$ cat config.mk
export PLATFORM = sky130hd
export DESIGN_NAME = dllm_ctrl
export DESIGN_NICKNAME = d
export VERILOG_FILES = /design/src/rtl/dllm_pkg.sv /design/src/rtl/dllm_ctrl.sv
export VERILOG_INCLUDE_DIRS = /design/src /design/src/rtl
export SDC_FILE = /design/constraint.sdc
export NUM_CORES = 1
export LEC_CHECK = 0
export BUFFER_PORTS_ARGS = -buffer_cell sky130_fd_sc_hd__buf_2
export CORE_AREA = 2 2 39 41
export CTS_CLUSTER_SIZE = 10
export DETAILED_ROUTE_END_ITERATION = 10
export DIE_AREA = 0 0 41 43
export REMOVE_ABC_BUFFERS = 1
export SLEW_MARGIN = 20
export SYNTH_ARGS = -nofsm -noshare
export SYNTH_HDL_FRONTEND = slang
export SYNTH_SLANG_ARGS = --single-unit
$ cat constraint.sdc
create_clock -name aclk -period 1.2 [get_ports aclk]
set_clock_uncertainty 0.15 [all_clocks]
set_input_delay 0.18 -clock aclk [delete_from_list [all_inputs] [get_ports aclk]]
set_output_delay 0.18 -clock aclk [all_outputs]
set_load 0.03 [all_outputs]
$ cat src/rtl/doubly_linked_list_manager_unit_assert.svh
// Assertion macros used by the list manager controller.
`ifndef DOUBLY_LINKED_LIST_MANAGER_UNIT_ASSERT_SVH
`define DOUBLY_LINKED_LIST_MANAGER_UNIT_ASSERT_SVH

// Check that the consequent holds in the same cycle as the antecedent.
`define DLLM_ASSERT_SAME(label, clk, rstn, ante, cons, msg) \
    label: assert property (@(posedge clk) disable iff (!(rstn)) (ante) |-> (cons)) \
        else $error(msg);

// Check that the consequent holds in the cycle after the antecedent.
`define DLLM_ASSERT_NEXT(label, clk, rstn, ante, cons, msg) \
    label: assert property (@(posedge clk) disable iff (!(rstn)) (ante) |=> (cons)) \
        else $error(msg);

`endif

$ cat src/rtl/dllm_pkg.sv
package dllm_pkg;

    // Field widths
    localparam int FUNC_W      = 3;
    localparam int INDEX_W     = 8;
    localparam int LINK_W      = INDEX_W + 1;
    localparam int IN_TDATA_W  = 24;
    localparam int OUT_TDATA_W = 24;

    // Default pool size
    localparam int NODE_COUNT_DEF = 256;
    localparam int POOL_MAX       = 1 << INDEX_W;

    // Request function codes
    localparam logic [FUNC_W-1:0] FUNC_INSERT_HEAD   = 3'd0;
    localparam logic [FUNC_W-1:0] FUNC_INSERT_TAIL   = 3'd1;
    localparam logic [FUNC_W-1:0] FUNC_INSERT_AFTER  = 3'd2;
    localparam logic [FUNC_W-1:0] FUNC_INSERT_BEFORE = 3'd3;
    localparam logic [FUNC_W-1:0] FUNC_UNLINK        = 3'd4;

    typedef logic [INDEX_W-1:0] index_t;
    typedef logic [LINK_W-1:0]  link_t;

    // Null link: valid bit clear
    localparam link_t LINK_NULL = '0;

    // Decoded operation
    typedef enum logic [2:0] {
        OP_NONE,
        OP_HEAD,
        OP_TAIL,
        OP_AFTER,
        OP_BEFORE,
        OP_UNLINK
    } op_t;

    // Controller states
    typedef enum logic [1:0] {
        ST_IDLE,
        ST_LINK,
        ST_FIX,
        ST_HOLD
    } state_t;

    // Commands from controller to datapath
    typedef struct packed {
        logic accept;
        logic link;
        logic fix;
        logic load_out;
    } cmd_t;

endpackage

$ cat src/rtl/dllm_ctrl.sv
module dllm_ctrl (
    input  logic          aclk,
    input  logic          aresetn,
    input  logic          s_tvalid,
    output logic          s_tready,
    output logic          m_tvalid,
    input  logic          m_tready,
    output dllm_pkg::cmd_t cmd
);
    import dllm_pkg::*;

`include "doubly_linked_list_manager_unit_assert.svh"

    state_t state_reg;
    state_t state_next;
    logic   out_valid_reg;
    logic   out_valid_next;

    // State and result-valid registers
    always_ff @(posedge aclk) begin
        if (!aresetn) begin
            state_reg     <= ST_IDLE;
            out_valid_reg <= 1'b0;
        end else begin
            state_reg     <= state_next;
            out_valid_reg <= out_valid_next;
        end
    end

    // Next state and commands
    always_comb begin
        state_next = state_reg;
        cmd        = '0;
        s_tready   = 1'b0;
        unique case (state_reg)
            ST_IDLE: begin
                s_tready = 1'b1;
                if (s_tvalid) begin
                    cmd.accept = 1'b1;
                    state_next = ST_LINK;
                end
            end
            ST_LINK: begin
                cmd.link   = 1'b1;
                state_next = ST_FIX;
            end
            ST_FIX: begin
                cmd.fix = 1'b1;
                if (!out_valid_reg || m_tready) begin
                    cmd.load_out = 1'b1;
                    state_next   = ST_IDLE;
                end else begin
                    state_next = ST_HOLD;
                end
            end
            ST_HOLD: begin
                if (m_tready) begin
                    cmd.load_out = 1'b1;
                    state_next   = ST_IDLE;
                end
            end
            default: state_next = ST_IDLE;
        endcase
    end

    // Fill on load, drop on transfer
    always_comb begin
        if (cmd.load_out) begin
            out_valid_next = 1'b1;
        end else if (m_tready) begin
            out_valid_next = 1'b0;
        end else begin
            out_valid_next = out_valid_reg;
        end
    end

    assign m_tvalid = out_valid_reg;

    `DLLM_ASSERT_NEXT(a_busy_after_accept, aclk, aresetn, cmd.accept,
        !s_tready ##1 !s_tready, "input taken while a request is in flight")
    `DLLM_ASSERT_SAME(a_result_per_item, aclk, aresetn, cmd.accept,
        ##2 (cmd.load_out || state_next == ST_HOLD), "request finished without a result")
    `DLLM_ASSERT_SAME(a_hold_means_full, aclk, aresetn, state_reg == ST_HOLD,
        out_valid_reg, "waiting on a free result register")

endmodule

# Word-level counts from Yosys, hierarchy flattened
# Cells that the tools add are included.
[classes]
n_reduce_logical = 5
eq_ne = 5
mux = 14
[ops]
columns = ["cell", "count"]
rows = [
  ["$mux W1", 9],
  ["$pmux W2 S4", 1],
  ["$mux W2", 3],
  ["$eq A2 B2 Y1 const B", 2],
  ["$ne A2 B2 Y1 const B", 2],
  ["$eq A2 B1 Y1 const B", 1],
  ["$logic_not A2 Y1", 1],
  ["$pmux W1 S2", 1],
  ["$reduce_and A2 Y1", 1],
  ["$reduce_bool A2 Y1", 1],
  ["$logic_not A1 Y1", 1],
  ["$logic_or A1 B1 Y1", 1],
]
[totals]
regBits = 3
out_inout_bits = 6
input_bits = 4
word_cells = 26

# Logic depth before layout (Yosys ltp)
# Gate-level depths: netlist of run 1.
[depth]
depth_word = 5
ltp_mapped = 3
ltp_nobuf = 3

# Least setup slack after synthesis of run 1
# Ideal clock, no wire load.
[synth_path]
path_kind = "reg2out"
from = "register state_reg[1]"
to = "output cmd[3] in the netlist's numbering"
path_stages_with_launch = 3
path_buffers = 0
setup_slack_ps = -170
required_time_ps = 870
t_arrival_ps = 1040
path_cell_list = "dfxtp_1 > nor2_2 > and2_1"
[synth_rtl]
columns = ["element", "line", "text"]
rows = [
  ["start: declaration", "dllm_ctrl.sv:14", "state_t state_reg;"],
  ["start signal: assignment", "dllm_ctrl.sv:25", "state_reg <= state_next;"],
  ["end: declaration", "dllm_ctrl.sv:8", "output dllm_pkg::cmd_t cmd"],
]

==> impl_metrics.py, run 1 <==
metrics = {
    "worst_setup_path": {
        "cpPeakStageDelay_ns": 0.33,
        "critPathSlowestCell": "dfxtp_1",
        "crit_chain": "o21bai_4, and2_4, buf_6",
        "crit_path_max_fanout": 2,
        "required_ns": 0.87,
        "rrSetupSlack_ns": 0.19,
        "path_delay_family": "flip-flops",
        "crit_type": "flip-flop to output port",
        "crit_buf_inv": 1,
        "start_kind": "flip-flop",
        "cp-end-kind": "output port",
        "cp.arrival_ns": 0.99,
    },
    "routing": {
        "wl_per_cell_um": 9.37,
        "wirelength_um": 506,
        "dr_total_vias": 199,
        "ant_nets": 0,
        "drtIter0Drc": 0,
        "firstDrtPassIters": 1,
        "drc": 0,
        "avgViaCountPerCell": 3.69,
    },
    "final_layout": {
        "mostFrequentLayoutCells": "buf_4 (6), buf_6 (4), nand2_1 (3), clkbuf_4 (3), buf_2 (3)",
        "drive_above_1_share_pct": 68.4,
        "largest_register_ff_count": 2,
        "design_area_um2": 360,
        "syn_to_final_growth_pct": 125,
        "finalNetCount": 43,
        "final_common_cell": "buf_4",
        "antenna_cells": 0,
    },
    "clocking": {
        "cts_tree": "yes",
        "cts_buffers": 3,
        "htreeDepth": 1,
        "cts_buffer_depth": 2,
        "cts.clk_slew.worst_paths_ns": 0.04,
        "cts_hold_buf": 0,
        "insertion_delay_ns": 0.23,
        "clock-sinks": 3,
        "cts_root_buf": "clkbuf_4",
    },
    "sta": {
        "finalHoldViolations": 0,
        "period_share_pct": 110,
        "slew_violations": 0,
        "fmax_mhz": 758,
        "timing.hold.ws_ns": 0.0472,
        "setup_ws_ns": -0.118,
        "grt_setup_unrepaired": "true",
        "setup_viol": 6,
        "period_needed_ns": 1.32,
        "worst_pin_slew_ns": 0.157,
        "slew_headroom_pct": 89.5,
    },
    "global_route": {
        "grt_pass1_vias": 210,
        "gr-total-overflow": 0,
        "grt_usage_pct": 6.51,
        "grt_max_degree": 9,
        "grt_pass1_wl_um": 759,
        "antenna_found_initial": 0,
    },
    "pwr": {
        "p_per_area_nw_per_um2": 1120,
        "intPower_uw": 287,
        "p_leak_uw": 0.000158,
        "seqPwrFrac_pct": 28.2,
        "vdd_drop_max_mv": 0.361,
        "power_frac_comb_pct": 28.0,
        "net-switching-power_uw": 118,
        "pwr-share-clk_pct": 43.8,
        "p_sw_share_pct": 29.1,
        "finalPower_uw": 405,
    },
    "yosys": {
        "syn-cell-area_um2": 160,
        "ys_types": 15,
        "ys_ff_latch": 3,
        "ys_seq_area_share_pct": 37.5,
        "synth.avg_cell_area_um2": 7.63,
        "yosys_warnings": 0,
        "syn_inst": 21,
    },
    "floorplan": {
        "initial_core_util_pct": 11.6,
        "io_pins": 10,
        "die_height_um": 43,
        "dieArea_um2": 1760,
        "core_area_um2": 1380,
        "rows": 14,
        "die_w_um": 41,
    },
    "min_path": {
        "hp-class": "primary input to flip-flop",
    },
    "placed_design": {
        "gp_congestion": 0.618,
        "place_area_um2": 233,
        "port_buffers": 9,
    },
    "job": {
        "cap_viol_max_count": 0,
    },
    "status": {
        "failed_checks": "setup timing",
        "status": "finished, violations left",
    },
}
==> metal layers <==
metal / global-route usage, % / routed length (µm) / up-vias
li1: - / - / 102
met1: 8.31 / 216 / 89
met2: 8.44 / 257 / 8
met3: 3.14 / 33 / 0
met4: 4.00 / 0 / 0
met5: 0 / 0 / -
==> path summary, 6_finish.rpt <==
| kind | from | end | cells past startpoint |
|---|---|---|---|
| worst min register to register | state_reg[1]$_SDFFE_PN0P_ | state_reg[0]$_SDFFE_PN0P_ | 2 |
| worst min-delay path | aresetn | state_reg[1]$_SDFFE_PN0P_ | 3 |
| worst max-delay path | m_tvalid$_SDFFE_PN0P_ | cmd[0] | 3 |
| worst max register to register | state_reg[0]$_SDFFE_PN0P_ | state_reg[1]$_SDFFE_PN0P_ | 4 |
==> power groups by stage <==
stage               combinational [µW]  clock (µW)  sequential [µW]
floorplan                         43.7           0              115
global placement                  72.6           0              113
detailed placement                72.7           0              114
CTS                               94.0         188              112
global route                       122         195              115
finish                             113         177              114
==> kinds of logic (layout without fill, tap and decap cells) <==
| family | Yosys count | count (layout) | synth area share [%] |
|---|---|---|---|
| DFF | 3 | 3 | 37.5 |
| AOI/OAI and AO/OA | 5 | 5 | 21.1 |
| buffers and inverters | 2 | 19 | 7.03 |
| and+or+nand+nor | 11 | 11 | 34.4 |
==> area by class of cell <==
type | instances | area (µm²)
Sequential cell | 3 | 67.6
Clock buffer | 4 | 26.3
Multi-Input combinational cell | 16 | 118
Timing Repair Buffer | 14 | 125
Fill cell | 156 | 1020
Tap cell | 16 | 20.0
Inverter | 1 | 3.75
==> cells in the mapped netlist <==
library cell	count	area [µm²]
inv_1	1	3.75
o21ai_2	1	8.76
nor2b_1	1	6.26
nor2_1	2	7.51
buf_4	1	7.51
nor2_2	1	6.26
nand2_1	3	11.3
o21ai_1	1	5.00
a21boi_1	1	7.51
nand2b_1	1	6.26
and2_1	2	12.5
dfxtp_1	3	60.1
o21bai_1	1	7.51
a21oi_1	1	5.00
nand3_1	1	5.00
==> worst reg2reg max path: stages (launching register included) <==
cell and delay, ns:
dfxtp_4 0.36, buf_6 0.12, buf_4 0.12, a21oi_1 0.11, nor2_1 0.05
==> through the flow <==
step / cells / util (%) / setup TNS [ns] / worst slack [ns]
after floorplan: 20 / - / -0.283 / -0.170
after global placement: 47 / 16.8 / 0 / 0.0201
after detailed placement: 47 / 16.8 / 0 / 0.0217
after CTS: 52 / 22.1 / -0.617 / -0.171
after global routing: 54 / 26.0 / -0.762 / -0.168
final: 54 / 26.0 / -0.516 / -0.118
==> repair_timing <==
item / CTS / global route
pin swaps: 1 / 1
buffers inserted: 1 / 2
resized for setup: 15 / 7
setup endpoints to repair: 6 / 5
No activity file was read; power rests on OpenSTA's default activity.
==> run 2, diff against run 1 <==
Settings changed: CTS_BUF_LIST set to sky130_fd_sc_hd__clkbuf_4.
==> impl_metrics.py, run 2 (synthesis results as in run 1) <==
metrics = {
    "sta": {
        "finalHoldViolations": 0,
        "fmax_mhz": 758,
        "period_share_pct": 110,
        "slew_headroom_pct": 89.5,
        "timing.hold.ws_ns": 0.0461,
        "slew_violations": 0,
        "worst_pin_slew_ns": 0.157,
        "setup_viol": 6,
        "period_needed_ns": 1.32,
        "setup_ws_ns": -0.120,
        "grt_setup_unrepaired": "true",
    },
    "clocking": {
        "cts_tree": "yes",
        "cts_buffer_depth": 2,
        "cts.clk_slew.worst_paths_ns": 0.04,
        "htreeDepth": 1,
        "cts_root_buf": "clkbuf_4",
        "cts_buffers": 3,
        "insertion_delay_ns": 0.23,
        "clock-sinks": 3,
    },
    "worst_setup_path": {
        "cpPeakStageDelay_ns": 0.33,
        "reg2reg_from": "state_reg[0]$_SDFFE_PN0P_",
        "crit_path_start": "m_tvalid$_SDFFE_PN0P_",
        "crit_path_max_fanout": 2,
        "crit_type": "flip-flop to output port",
        "r2r_end": "state_reg[1]$_SDFFE_PN0P_",
        "cp-endpoint": "cmd[0]",
        "start_kind": "flip-flop",
        "critPathSlowestCell": "dfxtp_1",
        "cp.arrival_ns": 0.99,
        "worst-r2r-cell-count": 4,
        "rrSetupSlack_ns": 0.19,
        "crit_chain": "o21bai_4, and2_4, buf_6",
        "required_ns": 0.87,
        "cp-end-kind": "output port",
    },
    "pwr": {
        "p_per_area_nw_per_um2": 1170,
        "vdd_drop_max_mv": 0.363,
        "p_sw_share_pct": 27.6,
        "net-switching-power_uw": 118,
        "power_frac_comb_pct": 26.5,
        "pwr-share-clk_pct": 46.8,
        "p_leak_uw": 0.000161,
        "seqPwrFrac_pct": 26.7,
        "intPower_uw": 309,
    },
    "min_path": {
        "hold-path-cell-count": 3,
        "hp-class": "primary input to flip-flop",
    },
    "routing": {
        "firstDrtPassIters": 1,
        "wl_per_cell_um": 9.37,
        "avgViaCountPerCell": 3.69,
        "dr_total_vias": 199,
        "ant_nets": 0,
        "wirelength_um": 506,
        "drtIter0Drc": 0,
        "drc": 0,
    },
    "global_route": {
        "grt_usage_pct": 6.51,
        "grt_pass1_vias": 212,
        "grt_pass1_wl_um": 759,
        "grt_max_degree": 9,
        "gr-total-overflow": 0,
        "antenna_found_initial": 0,
    },
    "placed_design": {
        "pre_cts_ws_ns": 0.0217,
        "port_buffers": 9,
        "dp.cells": 47,
        "gp_congestion": 0.618,
    },
    "final_layout": {
        "largest_register_ff_count": 2,
        "mostFrequentLayoutCells": "buf_4 (6), clkbuf_4 (4), buf_6 (4)",
        "drive_above_1_share_pct": 71.1,
        "syn_to_final_growth_pct": 127,
        "fillers": 156,
        "stdcell_count": 54,
        "finalNetCount": 43,
        "multiInputGateArea_um2": 118,
        "antenna_cells": 0,
        "regArea_um2": 67.6,
        "final_common_cell": "buf_4",
    },
    "floorplan": {
        "die_height_um": 43,
        "io_pins": 10,
        "dieArea_um2": 1760,
        "core_area_um2": 1380,
        "rows": 14,
        "initial_core_util_pct": 11.6,
        "die_w_um": 41,
    },
    "status": {
        "status": "finished, violations left",
        "failed_checks": "setup timing",
    },
    "job": {
        "cap_viol_max_count": 0,
    },
}
-- run 2: how the worst min path moves through the flow --
stage | startpoint | to | slack, ns
2_1_floorplan | aresetn | state_reg[1]$_SDFFE_PN0P_ | 0.15
3_3_place_gp | s_tvalid | state_reg[0]$_SDFFE_PN0P_ | 0.28
3_5_place_dp | s_tvalid | state_reg[0]$_SDFFE_PN0P_ | 0.27
4_1_cts | s_tvalid | state_reg[0]$_SDFFE_PN0P_ | 0.03
5_1_grt | s_tvalid | state_reg[0]$_SDFFE_PN0P_ | 0.05
6_report | aresetn | state_reg[1]$_SDFFE_PN0P_ | 0.05
-- run 2: through the flow --
| step | utilization, % | power, µW | area, µm² | TNS (ns) |
|---|---|---|---|---|
| 4_1_cts | 22.3 | 418 | 309 | -0.630 |
| 3_3_place_gp | 16.8 | 186 | 233 | 0 |
| 6_report | 26.3 | 427 | 364 | -0.520 |
| 3_5_place_dp | 16.8 | 186 | 233 | 0 |
| 2_1_floorplan | - | 159 | 153 | -0.283 |
| 5_1_grt | 26.3 | 454 | 364 | -0.761 |
-- run 2: final cells by class --
class,count,share of cell area (%)
Tap cell,16,5.50
Timing Repair Buffer,14,34.4
Clock buffer,4,8.25
Inverter,1,1.03
Sequential cell,3,18.6
Multi-Input combinational cell,16,32.3
-- run 2: repair_timing --
action / 4_1_cts / 5_1_grt
setup buffers: 1 / 2
hold buffers: 0 / 0
resized for setup: 15 / 7
endpoints found under the setup margin: 6 / 5
hold endpoints to repair: 0 / 0
pin swaps: 1 / 1
-- run 2: power groups by stage --
| stage | clock network [µW] | registers [µW] | logic, µW |
|---|---|---|---|
| global placement | 0 | 113 | 72.6 |
| global route | 217 | 115 | 122 |
| detailed placement | 0 | 114 | 72.7 |
| finish | 200 | 114 | 113 |
| CTS | 213 | 112 | 94.0 |
| floorplan | 0 | 115 | 43.7 |
-- run 2: worst max-delay path: cells and delay by family, from the launching register on --
family	cells	cell delay [ns]
simple gates	1	0.15
flops	1	0.33
buf+inv	1	0.12
compound gates	1	0.15
-- run 2: metal layers --
metal | routed length [µm] | track usage, % | up-vias
met5 | 0 | 0 | -
met4 | 0 | 4.00 | 0
met3 | 33 | 3.14 | 0
met2 | 258 | 8.44 | 8
met1 | 214 | 8.31 | 89
li1 | - | - | 102
